**config.mk**
```make
export PLATFORM = sky130hd
export DESIGN_NAME = nmea_checksum_autobaud_hunter
export DESIGN_NICKNAME = d
export VERILOG_FILES = /design/src/rtl/nmeah_pkg.sv /design/src/rtl/nmeah_core.sv /design/src/rtl/nmea_checksum_autobaud_hunter.sv
export SDC_FILE = /design/constraint.sdc
export NUM_CORES = 1
export LEC_CHECK = 0
export ABC_AREA = 1
export BUFFER_PORTS_ARGS = -buffer_cell sky130_fd_sc_hd__buf_4
export CAP_MARGIN = 40
export CELL_PAD_IN_SITES_DETAIL_PLACEMENT = 0
export CELL_PAD_IN_SITES_GLOBAL_PLACEMENT = 1
export CORE_MARGIN = 4
export CORE_UTILIZATION = 30
export CTS_BUF_LIST = sky130_fd_sc_hd__clkbuf_16
export CTS_CLUSTER_DIAMETER = 100
export DETAILED_ROUTE_END_ITERATION = 16
export GPL_ROUTABILITY_DRIVEN = 0
export PLACE_DENSITY_LB_ADDON = 0.1
export SETUP_SLACK_MARGIN = 0.1
export SLEW_MARGIN = 20
export SYNTH_ARGS = -nofsm -noshare
export SYNTH_HDL_FRONTEND = slang
export SYNTH_HIERARCHICAL = 1
export SYNTH_SLANG_ARGS = --single-unit
export TNS_END_PERCENT = 100
```
**constraint.sdc**
```tcl
create_clock -name clk_i -period 2.5 [get_ports clk_i]
set_input_delay 0 -clock clk_i [delete_from_list [all_inputs] [get_ports clk_i]]
set_output_delay 0 -clock clk_i [all_outputs]
set_load 0.005 [all_outputs]
```
**src/rtl/nmeah_pkg.sv**
```systemverilog
// ----------------------------------------------------------------------------
// nmeah_pkg
// Shared types, constants and helpers for the NMEA checksum / baud hunter.
// ----------------------------------------------------------------------------
package nmeah_pkg;

  // special characters
  localparam logic [7:0] CharDollar = 8'h24;
  localparam logic [7:0] CharStar   = 8'h2A;
  localparam logic [7:0] CharSpace  = 8'h20;
  localparam logic [7:0] CharTab    = 8'h09;
  localparam logic [7:0] CharCr     = 8'h0D;

  // countdown and baud selection
  localparam int unsigned CntW = 12;
  localparam logic [CntW-1:0] CntReset        = 12'd600;
  localparam logic [CntW-1:0] FailReloadReset = 12'd30;
  localparam logic [CntW-1:0] OkReloadReset   = 12'd3000;
  localparam logic [2:0]      BaudReset       = 3'd3;
  localparam logic [2:0]      BaudFirst       = 3'd1;
  localparam logic [2:0]      BaudLast        = 3'd6;

  // configuration register indexes
  typedef enum logic {
    REG_FAIL_RELOAD = 1'b0,
    REG_OK_RELOAD   = 1'b1
  } reg_idx_e;

  // parser phase, one-hot
  typedef enum logic [3:0] {
    PH_IDLE  = 4'b0001,
    PH_BODY  = 4'b0010,
    PH_STAR  = 4'b0100,
    PH_DIGIT = 4'b1000
  } phase_e;

  // input transaction
  typedef struct packed {
    logic [7:0] rx_byte;
    logic       has_byte;
    logic       chunk_end;
  } in_t;

  // result transaction
  typedef struct packed {
    logic        chunk_ok;
    logic        verdict_valid;
    logic [2:0]  baud_index;
    logic [16:0] line_rate;
    logic        baud_changed;
  } out_t;

  // reload values handed to the core
  typedef struct packed {
    logic [CntW-1:0] fail_reload;
    logic [CntW-1:0] ok_reload;
  } cfg_t;

  // hex digit test
  function automatic logic is_hex(input logic [7:0] c);
    return (c >= 8'h30 && c <= 8'h39) || (c >= 8'h61 && c <= 8'h66) ||
           (c >= 8'h41 && c <= 8'h46);
  endfunction

  // hex digit value, only meaningful when is_hex holds
  function automatic logic [3:0] hex_val(input logic [7:0] c);
    logic [7:0] v;
    if (c <= 8'h39) begin
      v = c - 8'h30;
    end else if (c >= 8'h61) begin
      v = c - 8'h57;
    end else begin
      v = c - 8'h37;
    end
    return v[3:0];
  endfunction

  // whitespace test: space, tab, lf, vt, ff, cr
  function automatic logic is_ws(input logic [7:0] c);
    return (c == CharSpace) || (c >= CharTab && c <= CharCr);
  endfunction

  // line rate in bits per second for a selection index
  function automatic logic [16:0] line_rate_of(input logic [2:0] idx);
    logic [16:0] r;
    case (idx)
      3'd1:    r = 17'd4800;
      3'd2:    r = 17'd9600;
      3'd3:    r = 17'd19200;
      3'd4:    r = 17'd38400;
      3'd5:    r = 17'd57600;
      3'd6:    r = 17'd115200;
      default: r = 17'd0;
    endcase
    return r;
  endfunction

endpackage

```
**src/rtl/nmeah_core.sv**
```systemverilog
// ----------------------------------------------------------------------------
// nmeah_core
// Sentence parser state, chunk countdown and baud selection. Computes the
// result of one input transaction and updates state when it is accepted.
// ----------------------------------------------------------------------------
module nmeah_core (
  input  logic           clk_i,
  input  logic           rst_ni,
  input  logic           take_i,
  input  nmeah_pkg::in_t in_i,
  input  nmeah_pkg::cfg_t cfg_i,
  output nmeah_pkg::out_t res_o
);
  import nmeah_pkg::*;

  phase_e          phase_q, phase_d;
  logic [7:0]      xor_q, xor_d;
  logic [3:0]      digit_q, digit_d;
  logic            seen_q, seen_d;
  logic [CntW-1:0] cnt_q, cnt_d;
  logic [2:0]      baud_q, baud_d;

  // byte stage values
  phase_e     ph1;
  logic [7:0] xor1;
  logic [3:0] dig1;
  logic       seen1;
  logic [7:0] c;
  logic       c_hex;
  logic [3:0] c_val;
  logic [CntW-1:0] cnt_dec;
  logic       ok;
  logic       changed;

  assign c     = in_i.rx_byte;
  assign c_hex = is_hex(c);
  assign c_val = hex_val(c);
  assign cnt_dec = cnt_q - 1'b1;

  // per-byte parser
  always_comb begin
    ph1   = phase_q;
    xor1  = xor_q;
    dig1  = digit_q;
    seen1 = seen_q;
    if (in_i.has_byte) begin
      unique case (phase_q)
        PH_IDLE: begin
          if (c == CharDollar) begin
            ph1  = PH_BODY;
            xor1 = 8'd0;
          end
        end
        PH_BODY: begin
          if (c == 8'd0) begin
            ph1 = PH_IDLE;
          end else if (c == CharDollar) begin
            xor1 = 8'd0;
          end else if (c == CharStar) begin
            ph1 = PH_STAR;
          end else begin
            xor1 = xor_q ^ c;
          end
        end
        PH_STAR: begin
          if (c_hex) begin
            dig1 = c_val;
            ph1  = PH_DIGIT;
          end else if (c == CharDollar) begin
            ph1  = PH_BODY;
            xor1 = 8'd0;
          end else if (!is_ws(c)) begin
            ph1 = PH_IDLE;
          end
        end
        PH_DIGIT: begin
          if (c_hex) begin
            if ({digit_q, c_val} == xor_q) seen1 = 1'b1;
            ph1 = PH_IDLE;
          end else begin
            if ({4'd0, digit_q} == xor_q) seen1 = 1'b1;
            if (c == CharDollar) begin
              ph1  = PH_BODY;
              xor1 = 8'd0;
            end else begin
              ph1 = PH_IDLE;
            end
          end
        end
        default: ph1 = PH_IDLE;
      endcase
    end
  end

  // chunk end: close sentence, update countdown and baud
  always_comb begin
    phase_d = ph1;
    xor_d   = xor1;
    digit_d = dig1;
    seen_d  = seen1;
    cnt_d   = cnt_q;
    baud_d  = baud_q;
    ok      = 1'b0;
    changed = 1'b0;
    if (in_i.chunk_end) begin
      ok = seen1 || (ph1 == PH_DIGIT && {4'd0, dig1} == xor1);
      phase_d = PH_IDLE;
      seen_d  = 1'b0;
      if (ok) begin
        cnt_d = cfg_i.ok_reload;
      end else if (cnt_dec == '0) begin
        baud_d  = (baud_q >= BaudLast) ? BaudFirst : baud_q + 3'd1;
        cnt_d   = cfg_i.fail_reload;
        changed = 1'b1;
      end else begin
        cnt_d = cnt_dec;
      end
    end
  end

  // result of this transaction
  always_comb begin
    res_o.chunk_ok      = ok;
    res_o.verdict_valid = in_i.chunk_end;
    res_o.baud_index    = baud_d;
    res_o.line_rate     = line_rate_of(baud_d);
    res_o.baud_changed  = changed;
  end

  // control state
  always_ff @(posedge clk_i or negedge rst_ni) begin
    if (!rst_ni) begin
      phase_q <= PH_IDLE;
      seen_q  <= 1'b0;
      cnt_q   <= CntReset;
      baud_q  <= BaudReset;
      xor_q   <= 8'd0;
      digit_q <= 4'd0;
    end else if (take_i) begin
      phase_q <= phase_d;
      seen_q  <= seen_d;
      cnt_q   <= cnt_d;
      baud_q  <= baud_d;
      xor_q   <= xor_d;
      digit_q <= digit_d;
    end
  end

endmodule

```
**src/rtl/nmea_checksum_autobaud_hunter.sv**
```systemverilog
// ----------------------------------------------------------------------------
// nmea_checksum_autobaud_hunter
// Checks NMEA sentence checksums over read chunks and steps the baud
// selection when chunks keep failing.
// ----------------------------------------------------------------------------
//   channel | direction | handshake            | payload
//   in      | input     | in_valid_i/in_stall_o   | in_data_i  (nmeah_pkg::in_t)
//   out     | output    | out_valid_o/out_stall_i | out_data_o (nmeah_pkg::out_t)
//   cfg     | input     | cfg_we_i             | cfg_idx_i, cfg_data_i
//
// One transaction per cycle when not stalled; each produces exactly one
// result, registered on acceptance. The parser and countdown update in the
// same cycle the input is taken. A two-entry output stage (result register
// plus skid register) keeps in_stall_o registered; the input stalls only
// when both are full. Reset is asynchronous and clears all control state.
// ----------------------------------------------------------------------------
module nmea_checksum_autobaud_hunter (
  input  logic             clk_i,
  input  logic             rst_ni,
  input  logic             in_valid_i,
  output logic             in_stall_o,
  input  nmeah_pkg::in_t   in_data_i,
  output logic             out_valid_o,
  input  logic             out_stall_i,
  output nmeah_pkg::out_t  out_data_o,
  input  logic             cfg_we_i,
  input  logic             cfg_idx_i,
  input  logic [11:0]      cfg_data_i
);
  import nmeah_pkg::*;

  cfg_t cfg_q;
  out_t res;
  out_t out_q, skid_q;
  logic out_valid_q, skid_valid_q;
  logic accept, out_take;

  assign in_stall_o  = skid_valid_q;
  assign accept      = in_valid_i && !skid_valid_q;
  assign out_take    = out_valid_q && !out_stall_i;
  assign out_valid_o = out_valid_q;
  assign out_data_o  = out_q;

  nmeah_core u_core (
    .clk_i  (clk_i),
    .rst_ni (rst_ni),
    .take_i (accept),
    .in_i   (in_data_i),
    .cfg_i  (cfg_q),
    .res_o  (res)
  );

  // configuration registers
  always_ff @(posedge clk_i or negedge rst_ni) begin
    if (!rst_ni) begin
      cfg_q.fail_reload <= FailReloadReset;
      cfg_q.ok_reload   <= OkReloadReset;
    end else if (cfg_we_i) begin
      unique case (reg_idx_e'(cfg_idx_i))
        REG_FAIL_RELOAD: cfg_q.fail_reload <= cfg_data_i;
        REG_OK_RELOAD:   cfg_q.ok_reload   <= cfg_data_i;
        default: ;
      endcase
    end
  end

  // output and skid valid flags
  always_ff @(posedge clk_i or negedge rst_ni) begin
    if (!rst_ni) begin
      out_valid_q  <= 1'b0;
      skid_valid_q <= 1'b0;
    end else if (out_take) begin
      if (skid_valid_q) begin
        skid_valid_q <= 1'b0;
      end else begin
        out_valid_q <= accept;
      end
    end else if (accept) begin
      if (out_valid_q) begin
        skid_valid_q <= 1'b1;
      end else begin
        out_valid_q <= 1'b1;
      end
    end
  end

  // output and skid payload
  always_ff @(posedge clk_i) begin
    if (out_take) begin
      if (skid_valid_q) begin
        out_q <= skid_q;
      end else if (accept) begin
        out_q <= res;
      end
    end else if (accept) begin
      if (out_valid_q) begin
        skid_q <= res;
      end else begin
        out_q <= res;
      end
    end
  end

endmodule

```
# Word level (Yosys, flattened, before mapping)

Index checks and enable logic that the tools add are counted.

Bits in registers: 104
Output and inout port bits: 25

$add $sub $neg: 5
Order comparisons: 9
Equality and inequality tests: 19
Muxes and demuxes: 52
Bitwise gates (word level): 3
Reduce and logical (&&, ||, !) cells: 26

Operator list:

| kind                  | count |
|---|---|
| $mux 23               | 5 |
| $pmux 17 s6           | 1 |
| $mux 4                | 15 |
| $mux 8                | 6 |
| $eq 8x6->1 const B    | 3 |
| $mux 12               | 2 |
| $pmux 8 s3            | 1 |
| $eq 4x8->1            | 2 |
| $ge 8x7->1 const B    | 2 |
| $le 8x7->1 const B    | 2 |
| $mux 1                | 16 |
| $pmux 4 s4            | 1 |
| $logic_not 12->1      | 1 |
| $mux 3                | 4 |
| $sub 12x1->12 const B | 1 |
| $reduce_and 2->1      | 5 |
| $eq 3x3->1 const B    | 3 |
| $eq 4x4->1 const B    | 2 |
| $eq 8x8->1            | 1 |
| $ge 8x4->1 const B    | 1 |
| $ge 8x6->1 const B    | 1 |
| $le 8x4->1 const B    | 1 |
| $le 8x6->1 const B    | 1 |
| $logic_not 8->1       | 1 |
| 20 further kinds      | 36 |

# Logic depth before layout (Yosys ltp)

Gate-level depths: netlist of run 1.

Depth in word-level cells: 18
Mapped depth: 27
Gate-level depth less buffers: 26

# Hierarchy

Netlist of run 1, hierarchy kept.

By module, submodules not included:

| module                        | times used | cells each | area an instance (µm²) | seq. area each (µm²) |
|---|---|---|---|---|
| nmeah_core                    | 1          | 580        | 3559.7                 | 809.5 |
| nmea_checksum_autobaud_hunter | 1          | 234        | 2815.2                 | 2045.7 |

# Worst setup path after synthesis of run 1

OpenSTA, ideal clock, no wires.

Path type: reg-to-reg
From: register u_core.phase_q[0]
To: register out_q (netlist bit out_data_o[10]) (data pin)
Arrival time: 2311 ps
Data required time: 2247 ps
Setup slack: -63 ps
Stages on the path, launching flop included: 24
Buffers on the path: 0
Period minus slack after synthesis: 2563 ps
Cell sequence: dfstp_2 nor2_2 nand3_1 nand2_4 nor2_4 nor2_4 nand2_1 nand2_1 inv_2 nand3_1 nor2_2 nand3_1 nor2_1 nand3_1 nand3_1 nand2_1 nand2_4 inv_2 nand3_1 nand2_1 inv_1 nand2_1 nand2_1 nand2_1

RTL lines:

| what                   | RTL line                            | text |
|---|---|---|
| from (decl)            | nmeah_core.sv:16                    | `phase_e phase_q, phase_d;` |
| from (signal assigned) | nmeah_core.sv:140                   | `phase_q <= phase_d;` |
| to (signal assigned)   | nmea_checksum_autobaud_hunter.sv:91 | `out_q <= skid_q;` |
| to (signal assigned)   | nmea_checksum_autobaud_hunter.sv:93 | `out_q <= res;` |
| to (signal assigned)   | nmea_checksum_autobaud_hunter.sv:99 | `out_q <= res;` |
| to (decl)              | nmea_checksum_autobaud_hunter.sv:34 | `out_t out_q, skid_q;` |

==> summary.md, run 1 <==
| Metric | Value |
|---|---|
| CP max FO | 7 |
| RSZ-0062 raised after global routing | yes |
| Relative slew slack | 51.4% |
| Post-synth EDFFs | 46 |
| NumNets Final | 1054 |
| WL final | 18200 um |
| Pre-CTS setup slack | -0.451 ns |
| Initial antenna violation count | 0 |
| Post-Synthesis Cell Area | around 6400 sq um |
| Max-cap violation count | 0 |
| Total track usage | 15.6% |
| Failing checks | negative setup slack |
| CTS Sinks | 104 |
| Clock Path Buffers | 2 |
| Critical Path Sink Type | register |
| # DRC | 0 |
| Leakage power | about 4.3 nW |
| Flops & latches, synth | 104 |
| Rows | 53 |
| DRT Pass-1 Iters | 5 |
| Top FF cell, synth | edfxtp_1 |
| Height of the die | around 150 um |
| Synth top area share | 21.7% |
| Ys async rst share | about 56% |
| Commonest non-fill, non-tap cell in the layout | nand2_1 |
| Clk_skew | 0.0138 ns |
| Layout cells sized above 1 | 37.0% |
| Fin area | 9080 sq um |
| Ys Warns | 6 |
| Die area | between 20000 and 25000 sq um |
| Finished Core Util | 43.3% |
| Setup_tns | -6.72 ns |
| Area growth syn-to-layout | 42.4% |
| Fin crit period | 2.78 ns |
| Worst Path Required | 2.62 ns |
| Post-synthesis cell type count | 40 |
| Final worst slack | -0.278 ns |
| Number of inserted diodes | 0 |
| Worst-margin pin slew | between 0.7 and 0.8 ns |
| Placed wire-length estimate | 13200 um |
| Initial core utilization | between 30% and 40% |
| Worst endpoint data arrival time | 2.90 ns |
| Clock transition at path regs | ~0.080 ns |
| Sequential area share after synthesis | 44.8% |
| Fmax achieved | 360 MHz |
| Post-Syn Instances | 814 |
| Cell area power density | between 800 and 900 nW/um^2 |
| Worst hold path class | in -> async |
| Clk_lat worst skew | roughly 0.36 ns |
| Ratio of final minimum period to clock period | 111% |
| CTS tree | done |
| First-pass GRT wire length | 30500 um |
| Largest net degree at the start of global routing | between 50 and 60 |
| Cts bufs inserted | 9 |
| Run status | complete, but fails checks |
| Final hold vios | 0 |
| Die W | 154 um |
| Ports | 53 |
| Iteration-0 DRC Markers | 324 |
| Placed inst area | roughly 8000 sq um |
| Most frequent cells in the layout | 219 x nand2_1, 184 x buf_4, 69 x inv_1 |
| H-tree depth | 3 |
| Root Buffer | clkbuf_16 |
| Largest area contributor in the netlist | edfxtp_1 |
| Startpoint Class | register |
| Vias per cell | 4.72 |
| FILL cells | 2159 |
| Power Total | 0.00806 W |
| Synth area leaders | edfxtp_1 22%, dfrtp_1 16%, nand2_1 14%, dfstp_2 7.4%, nand3_1 6.2% |
| Routed WL per cell | 14.0 um |
| Core area | 21000 sq um |
| Syn Area/Cell | 7.83 sq um |
| Grt total ovfl | 0 |
| Worst VDD drop | ~470 uV |
| Buffers added on ports | 52 |
| Fin. max-slew vios | 0 |
| Vias | 6133 |
| Setup violations, final | 42 |
| Setup CP Type | reg -> reg |
| Number of global-route vias before repair | between 6000 and 7000 |
| Antenna Nets Post-Route | 0 |
cell families (layout without fill, tap and decap cells):
kind of cell / count (synthesis) / count (layout) / synth area share (%)
xor+xnor: 17 / 17 / 2.34
compound gates: 96 / 96 / 8.38
simple gates: 458 / 458 / 33.5
flops: 104 / 104 / 44.8
buf+inv: 131 / 336 / 9.60
fa+ha+maj: 7 / 7 / 1.37
other cells: 1 / 6 / 0.0588
cell usage after synthesis, drive strengths merged (2+ instances only):
library cell / instances
nand2: 266
inv: 95
nand3: 88
o21ai: 67
nor2: 59
edfxtp: 46
dfrtp: 40
nand4: 39
buf: 29
dfstp: 18
a21oi: 10
o211ai: 10
xor2: 10
clkbuf: 7
ha: 7
xnor2: 7
o22ai: 4
nor3: 3
nor4: 2
report_power, final:
group	switching, W	internal, W	total, W	leakage, nW
registers	0.000289	0.00239	0.00268	1.14
clock network	0.000715	0.000715	0.00143	0.150
logic	0.00214	0.00181	0.00395	2.98
final timing paths:
| path | startpoint | endpoint | slack, ns | cells after the start |
|---|---|---|---|---|
| max | u_core/phase_q[0] | out_data_o[10] | -0.28 | 23 |
| min | rst_ni | cfg_q[17] | 0.06 | 2 |
| max reg2reg | u_core/phase_q[0] | out_data_o[10] | -0.28 | 23 |
| min reg2reg | cfg_q[11] | cfg_q[11] | 0.48 | 2 |
| max in group asynchronous | rst_ni | u_core/cnt_q[9] | 1.86 | 3 |
| min in group clk_i | in_valid_i | in_stall_o | 0.07 | 3 |
area by class of cell:
| cell class | count | area (sq um) | area share, % |
|---|---|---|---|
| sequential | 104 | 2860 | 31.5 |
| tap | 275 | 344 | 3.79 |
| clock inverter | 7 | 81.3 | 0.896 |
| inverter | 95 | 379 | 4.18 |
| timing repair buffer | 225 | 1880 | 20.7 |
| multi-input combinational | 584 | 3310 | 36.4 |
| clock buffer | 9 | 225 | 2.48 |
repair_timing:
action | in CTS | in global routing
gates cloned | 2 | 0
hold buffers | 16 | 0
setup endpoints to repair | 46 | 48
pin swaps | 33 | 44
resized for setup | 74 | 65
buffers inserted | 28 | 14
hold endpoints to repair | 66 | 0
flip-flops by register name (all words and copies together) (netlist names):
signal and count:
u_core/cnt_q 12, u_core/baud_q 3, u_core/seen_q 1, cfg_q 24, skid_q 23, u_core/xor_q 8
in_stall_o 1, u_core/digit_q 4, out_valid_o 1, u_core/phase_q 4, out_data_o 23
critical path, stage by stage, from the launching register on:
cell     delay (ns)
dfstp_2        0.60
inv_4          0.08
nand2_4        0.07
nor2_2         0.05
nor2_1         0.10
nand2_1        0.09
nand3_4        0.13
inv_4          0.06
o21ai_4        0.18
inv_1          0.06
nand2_1        0.08
nand2_2        0.09
inv_2          0.06
nand3_2        0.09
nor2_4         0.11
nor2_4         0.06
nand4_1        0.09
nand2_2        0.12
nand3_2        0.12
nand2_2        0.06
inv_2          0.06
nand2_2        0.05
nand2_1        0.06
nand2_1        0.06
through the flow:
stage / cells / hold slack (ns)
3_3_place_gp: 1224 / 0.144
2_1_floorplan: 819 / -0.296
4_1_cts: 1285 / 0.0545
6_report: 1299 / 0.0599
5_1_grt: 1299 / 0.0734
3_5_place_dp: 1224 / 0.148
metal layers:
metal	share of wire (%)	track usage [%]
met1	48	22.0
met3	3.9	2.73
met4	1.5	4.46
met5	0	0
met2	46	24.8
Power figures use the tool's default switching activity.
==> run 2: changes to the inputs <==
--- a/config.mk
+++ b/config.mk
@@ -11,12 +11,13 @@
 export CELL_PAD_IN_SITES_DETAIL_PLACEMENT = 0
 export CELL_PAD_IN_SITES_GLOBAL_PLACEMENT = 1
 export CORE_MARGIN = 4
-export CORE_UTILIZATION = 30
+export CORE_UTILIZATION = 41
 export CTS_BUF_LIST = sky130_fd_sc_hd__clkbuf_16
 export CTS_CLUSTER_DIAMETER = 100
 export DETAILED_ROUTE_END_ITERATION = 16
 export GPL_ROUTABILITY_DRIVEN = 0
 export PLACE_DENSITY_LB_ADDON = 0.1
+export RECOVER_POWER = 100
 export SETUP_SLACK_MARGIN = 0.1
 export SLEW_MARGIN = 20
 export SYNTH_ARGS = -nofsm -noshare
==> run 2 against run 1 <==
  * The flow still finishes with violations (negative setup slack)
  * Register-to-register slack lost 0.06 ns
  * Non-clock buffer count is 21 lower
  * Clock power is essentially flat
  * Total power down 3.7%
  * Combinational power shrank 8.4%
  * Cell count decreased by 8.2%
  * Critical endpoint unchanged
  * Clock skew decreased by 0.0036 ns
  * Setup slack got worse by 0.064 ns
  * Via count fell by 2.2%
  * Sequential cell count stayed put
  * Maximum frequency decreased by 2.2%
  * Final area fell by 4.4%
==> summary.md, run 2 (same netlist as run 1, synthesis figures left out) <==
| Metric | Value |
|---|---|
| P_int | 0.00476 W (was 0.00491 W) |
| FILL cells | 1429 (was 2159) |
| CTS Sinks | 104 (unchanged) |
| Clk pwr share | 18.5% (was 17.7%) |
| Total track usage | 19.3% (was 15.6%) |
| DRT Pass-1 Iters | 5 (unchanged) |
| Worst-margin pin slew | 1.43 ns (was 0.728 ns) |
| Clk_skew | 0.0102 ns (was 0.0138 ns) |
| Routed WL per cell | 14.5 um (was 14.0 um) |
| Net switching power | 0.00300 W (was 0.00315 W) |
| Largest register by flop count | cfg_q (unchanged) |
| Startpoint Class | register (unchanged) |
| Max FFs per register | 24 (unchanged) |
| Clock transition at path regs | 0.07 ns (was 0.08 ns) |
| Die area | 17600 sq um (was 23600 sq um) |
| Fin crit period | 2.84 ns (was 2.78 ns) |
| Reg2reg setup slack | -0.34 ns (was -0.28 ns) |
| H-tree depth | 3 (unchanged) |
| Vias | 6001 (was 6133) |
| Grt total ovfl | 0 (unchanged) |
| Core area | 15200 sq um (was 21000 sq um) |
| Commonest non-fill, non-tap cell in the layout | nand2_1 (unchanged) |
| Power Total | 0.00776 W (was 0.00806 W) |
| Number of inserted diodes | 0 (unchanged) |
| Comb power frac | 46.7% (was 49.0%) |
| Area growth syn-to-layout | 36.1% (was 42.4%) |
| Clk_lat worst skew | 0.35 ns (was 0.36 ns) |
| Setup CP Type | reg -> reg (unchanged) |
| Fmax achieved | 352 MHz (was 360 MHz) |
| Height of the die | 133 um (was 154 um) |
| Largest net degree at the start of global routing | 59 (unchanged) |
| RSZ-0062 raised after global routing | yes (unchanged) |
| Die W | 133 um (was 154 um) |
| Most frequent cells in the layout | 226 x nand2_1, 155 x buf_4, 71 x inv_1 (was 219 x nand2_1, 184 x buf_4, 69 x inv_1) |
| Root Buffer | clkbuf_16 (unchanged) |
| Worst hold path class | in -> async (unchanged) |
| Run status | complete, but fails checks (unchanged) |
| First-pass GRT wire length | 27700 um (was 30500 um) |
| Final worst slack | -0.341 ns (was -0.278 ns) |
| Vias per cell | 5.03 (was 4.72) |
| Relative slew slack | 4.58% (was 51.4%) |
| Reg-to-Reg Start | u_core/phase_q[0] (unchanged) |
| Ports | 53 (unchanged) |
| Leakage power | 4.10 nW (was 4.27 nW) |
| WL final | 17300 um (was 18200 um) |
| CTS tree | done (unchanged) |
| Buffers added on ports | 52 (unchanged) |
| Worst Reg-to-Reg Cells | 23 (unchanged) |
| Initial antenna violation count | 0 (unchanged) |
| Setup violations, final | 43 (was 42) |
| Max-cap violation count | 0 (unchanged) |
| Cell area power density | 895 nW/um^2 (was 888 nW/um^2) |
| Failing checks | negative setup slack (unchanged) |
| NumNets Final | 1034 (was 1054) |
| Finished Core Util | 57.1% (was 43.3%) |
| CP max FO | 7 (unchanged) |
| Rows | 45 (was 53) |
| Placed wire-length estimate | 12200 um (was 13200 um) |
| Critical Path Sink Type | register (unchanged) |
| Number of global-route vias before repair | 5746 (was 6105) |
| # DRC | 0 (unchanged) |
| Worst endpoint data arrival time | 2.95 ns (was 2.90 ns) |
| Ratio of final minimum period to clock period | 114% (was 111%) |
| Clock Path Buffers | 2 (unchanged) |
| Sequential power share | 34.8% (was 33.2%) |
| Iteration-0 DRC Markers | 356 (was 324) |
| Layout cells sized above 1 | 33.8% (was 37.0%) |
| Initial core utilization | 41.9% (was 30.4%) |
| Fin. max-slew vios | 0 (unchanged) |
| Sw frac | 38.7% (was 39.1%) |
| Reg2Reg Capture Point | out_data_o[10] (unchanged) |
| Worst Path Required | 2.61 ns (was 2.62 ns) |
| Cts bufs inserted | 9 (unchanged) |
| Worst VDD drop | 415 uV (was 475 uV) |
| Antenna Nets Post-Route | 0 (unchanged) |
| Final hold vios | 0 (unchanged) |
==> run 2: changes by cell type in the layout (fill, tap and decap cells not counted), moves of 3 or more <==
cell,change
clkbuf_4,+20
o21ai_1,-5
nand2_1,+7
buf_6,-19
o21ai_0,+6
nand2_2,-6
dfstp_2,-5
buf_4,-29
nor2_2,+3
dfstp_1,+5
clkbuf_1,+5
==> run 2: worst max path at each step <==
| stage | from | to | slack [ns] | cells past startpoint |
|---|---|---|---|---|
| 2_1_floorplan | u_core/cnt_q[0] | out_data_o[15] | 0.03 | 21 |
| 3_3_place_gp | u_core/cnt_q[0] | out_data_o[9] | -0.42 | 18 |
| 3_5_place_dp | in_data_i[3] | out_data_o[9] | -0.45 | 24 |
| 4_1_cts | u_core/phase_q[0] | out_data_o[15] | -0.25 | 23 |
| 5_1_grt | u_core/phase_q[0] | out_data_o[12] | -0.52 | 21 |
| 6_report | u_core/phase_q[0] | out_data_o[10] | -0.34 | 23 |
==> run 2: power groups by stage <==
stage	clock network (W)	registers, W	logic [W]
2_1_floorplan	0	0.00266	0.00190
6_report	0.00144	0.00270	0.00362
3_3_place_gp	0	0.00273	0.00317
4_1_cts	0.00148	0.00270	0.00339
3_5_place_dp	0	0.00273	0.00320
5_1_grt	0.00155	0.00274	0.00402
==> run 2: what timing repair did <==
item,4_1_cts,5_1_grt
endpoints found under the hold margin,67,0
setup buffers,11,11
pin swaps,28,21
hold buffers,16,0
gates cloned,1,1
endpoints found under the setup margin,45,47
gates resized for setup,53,49
==> run 2: cell type report <==
| type | count | area (sq um) | area share [%] |
|---|---|---|---|
| Sequential cell | 104 | 2860 | 32.9 |
| Clock inverter | 7 | 80.1 | 0.923 |
| Tap cell | 188 | 235 | 2.71 |
| Inverter | 95 | 372 | 4.28 |
| Clock buffer | 9 | 225 | 2.60 |
| Timing Repair Buffer | 204 | 1620 | 18.7 |
| Multi-Input combinational cell | 585 | 3280 | 37.9 |
==> run 2: critical path, stage by stage (launching register included) <==
cell	delay, ns
dfstp_2	0.62
inv_4	0.08
nand2_2	0.08
nor2_2	0.05
nor2_2	0.12
nand2_2	0.08
nand3_4	0.12
inv_4	0.06
o21ai_4	0.16
inv_1	0.06
nand2_1	0.07
nand2_2	0.09
nor2_2	0.13
nand3_2	0.12
nand3_2	0.11
nand2_2	0.07
nand2_4	0.14
inv_6	0.06
nand3_4	0.10
nand2_4	0.06
inv_2	0.05
nand2_2	0.04
nand2_1	0.06
nand2_1	0.06
==> run 2: layer usage <==
layer  global-route usage [%]  wire [um]
met5                        0          0
met3                     3.42        773
met1                     26.7       8160
met4                     4.56        197
met2                     31.5       8130
==> run 2: per-stage QoR <==
stage / setup WS, ns / hold WS [ns] / cells / TNS, ns / cell area [sq um]
global route: -0.518 / 0.0140 / 1192 / -16.72 / 8670
floorplan: 0.0347 / -0.296 / 819 / 0 / 6430
CTS: -0.251 / 0.0504 / 1179 / -4.66 / 8400
finish: -0.341 / 0.00804 / 1192 / -9.70 / 8670
global placement: -0.417 / 0.123 / 1135 / -7.14 / 7680
detailed placement: -0.446 / 0.130 / 1135 / -8.51 / 7680
==> run 3: changes to the inputs <==
--- a/config.mk
+++ b/config.mk
@@ -10,6 +10,7 @@
 export CAP_MARGIN = 40
 export CELL_PAD_IN_SITES_DETAIL_PLACEMENT = 0
 export CELL_PAD_IN_SITES_GLOBAL_PLACEMENT = 1
+export CORE_ASPECT_RATIO = 0.6
 export CORE_MARGIN = 4
 export CORE_UTILIZATION = 41
 export CTS_BUF_LIST = sky130_fd_sc_hd__clkbuf_16
==> run 3 against run 2 <==
  * The run still ends with negative setup slack left
  * Via count rose by 4.2%
  * Total power rose by 9.1%
  * Maximum frequency fell by 4.0%
  * Global-route usage rose by 2.7 points
  * Sequential cell count did not move
  * Setup slack got worse by 0.12 ns
  * Sequential share of layout area fell by 2.3 points
  * Critical path depth fell by 4
  * Final area rose by 7.6%
  * Core utilization rose by 5.8 points
  * Highest routed layer unchanged
==> summary.md, run 3 (same netlist as run 1, synthesis figures left out) <==
| Metric | Value |
|---|---|
| Hold WS | 0.0500 ns (was 0.00804 ns) |
| Net switching power | 0.00338 W (was 0.00300 W) |
| Pre-CTS setup slack | -0.526 ns (was -0.446 ns) |
| Number of inserted diodes | 0 (unchanged) |
| Placed inst area | 7750 sq um (was 7680 sq um) |
| Worst Path Required | 2.61 ns (about the same) |
| Met1 WL | 9760 um (was 8160 um) |
| Run status | complete, but fails checks (unchanged) |
| WL met2 | 8230 um (was 8130 um) |
| Routed WL per cell | 15.8 um (was 14.5 um) |
| Worst hold path class | in -> async (unchanged) |
| Power Total | 0.00847 W (was 0.00776 W) |
| Area growth syn-to-layout | 46.4% (was 36.1%) |
| Vias | 6255 (was 6001) |
| Worst endpoint data arrival time | 3.07 ns (was 2.95 ns) |
| H-tree depth | 3 (unchanged) |
| DR top layer | met4 (unchanged) |
| Sequential power share | 32.0% (was 34.8%) |
| CP max FO | 4 (was 7) |
| Setup CP Type | reg -> reg (unchanged) |
| Worst-margin pin slew | 1.42 ns (was 1.43 ns) |
| Layout cells sized above 1 | 41.3% (was 33.8%) |
| Critical Path Sink Type | register (unchanged) |
| Cts bufs inserted | 9 (unchanged) |
| Core area | 14800 sq um (was 15200 sq um) |
| Largest net degree at the start of global routing | 59 (unchanged) |
| Fin area | 9330 sq um (was 8670 sq um) |
| DRT Pass-1 Iters | 5 (unchanged) |
| Startpoint Class | register (unchanged) |
| Vias per cell | 5.07 (was 5.03) |
| Placed wire-length estimate | 13400 um (was 12200 um) |
| Fmax achieved | 338 MHz (was 352 MHz) |
| CTS tree | done (unchanged) |
| Ports | 53 (unchanged) |
| Setup violations, final | 45 (was 43) |
| Failing checks | negative setup slack (unchanged) |
| Cell area power density | 907 nW/um^2 (was 895 nW/um^2) |
| Final hold vios | 0 (unchanged) |
| Clock Path Buffers | 2 (unchanged) |
| Relative slew slack | 5.65% (was 4.58%) |
| Max-cap violation count | 0 (unchanged) |
| Grt total ovfl | 0 (unchanged) |
| Most frequent cells in the layout | 202 x nand2_1, 189 x buf_4, 69 x inv_1 (was 226 x nand2_1, 155 x buf_4, 71 x inv_1) |
| Sw frac | 40.0% (was 38.7%) |
| Largest register by flop count | cfg_q (unchanged) |
| Antenna Nets Post-Route | 0 (unchanged) |
| Commonest non-fill, non-tap cell in the layout | nand2_1 (unchanged) |
| # DRC | 0 (unchanged) |
| WL final | 19500 um (was 17300 um) |
| Height of the die | 105 um (was 133 um) |
| Fin. max-slew vios | 0 (unchanged) |
| P_int | 0.00508 W (was 0.00476 W) |
| Total track usage | 22.0% (was 19.3%) |
| Leakage power | 4.42 nW (was 4.10 nW) |
| Clk_skew | 0.0100 ns (was 0.0102 ns) |
| Worst VDD drop | 514 uV (was 415 uV) |
| Number of global-route vias before repair | 5959 (was 5746) |
| Iteration-0 DRC Markers | 523 (was 356) |
| Rows | 34 (was 45) |
| Die W | 169 um (was 133 um) |
| RSZ-0062 raised after global routing | yes (unchanged) |
| Die area | 17700 sq um (was 17600 sq um) |
| Initial antenna violation count | 0 (unchanged) |
| Clk_lat worst skew | 0.35 ns (about the same) |
| First-pass GRT wire length | 31400 um (was 27700 um) |
| CTS Sinks | 104 (unchanged) |
| Ratio of final minimum period to clock period | 118% (was 114%) |
| Clock transition at path regs | 0.08 ns (was 0.07 ns) |
| Clk pwr share | 16.7% (was 18.5%) |
| WL met3 | 1370 um (was 773 um) |
| NumNets Final | 1066 (was 1034) |
| Root Buffer | clkbuf_16 (unchanged) |
| Fin crit period | 2.96 ns (was 2.84 ns) |
| Final worst slack | -0.459 ns (was -0.341 ns) |
| Comb power frac | 51.3% (was 46.7%) |
| Buffers added on ports | 52 (unchanged) |
| Max FFs per register | 24 (unchanged) |
| Initial core utilization | 42.9% (was 41.9%) |
-- run 3: area by class of cell --
cell class / instances / area [sq um]
inverter: 95 / 382
clock inverter: 7 / 78.8
tap: 198 / 248
sequential: 104 / 2860
multi-input combinational: 584 / 3530
fill: 1243 / 5520
clock buffer: 9 / 225
timing repair buffer: 237 / 2010
-- run 3: power groups by stage --
stage | Sequential (W) | Combinational (W) | Clock [W]
finish | 0.00271 | 0.00435 | 0.00141
global route | 0.00276 | 0.00478 | 0.00151
CTS | 0.00270 | 0.00393 | 0.00145
detailed placement | 0.00272 | 0.00329 | 0
global placement | 0.00271 | 0.00323 | 0
floorplan | 0.00266 | 0.00190 | 0
-- run 3: path summary, 6_finish.rpt --
check | startpoint | end | slack [ns] | cells past startpoint
worst max-delay path | u_core/cnt_q[0] | out_data_o[10] | -0.46 | 19
worst min-delay path | rst_ni | u_core/phase_q[2] | 0.05 | 2
worst max register to register | u_core/cnt_q[0] | out_data_o[10] | -0.46 | 19
worst min register to register | cfg_q[11] | cfg_q[11] | 0.48 | 2
max in group asynchronous | rst_ni | u_core/cnt_q[2] | 0.78 | 3
min in group clk_i | in_valid_i | in_stall_o | 0.06 | 3
-- run 3: per-stage QoR --
stage                     TNS (ns)  utilization, %  instances
after floorplan                  0               -        819
after global placement      -10.14            52.2       1151
after detailed placement    -12.54            52.2       1151
after CTS                    -7.63            60.7       1228
after global routing        -19.52            62.9       1234
final                       -12.06            62.9       1234
-- run 3: critical path, cell delays in order, from the launching register on --
cell and delay (ns):
dfrtp_1 0.40, inv_2 0.09, buf_4 0.13, nand3_4 0.10, buf_6 0.14, xor2_2 0.17
nand4_1 0.13, nor4_2 0.31, nand4_1 0.15, nor2_2 0.17, buf_6 0.11, nand4_1 0.19
nand2_2 0.14, nand2_4 0.09, nand3_4 0.10, nand2_2 0.06, inv_2 0.06, nand2_2 0.05
nand2_1 0.07, nand2_1 0.07
-- run 3: routing by layer --
metal  vias up  global-route usage (%)
li1       3114                       -
met1      2962                    35.1
met2       168                    30.7
met3        11                    5.21
met4         0                    3.16
met5         -                       0
-- run 3: timing repair --
action,CTS,global route
setup endpoints to repair,47,49
pin swaps,65,58
endpoints found under the hold margin,66,0
cloned,2,0
resized for setup,127,74
setup buffers,44,17
hold buffers,16,0
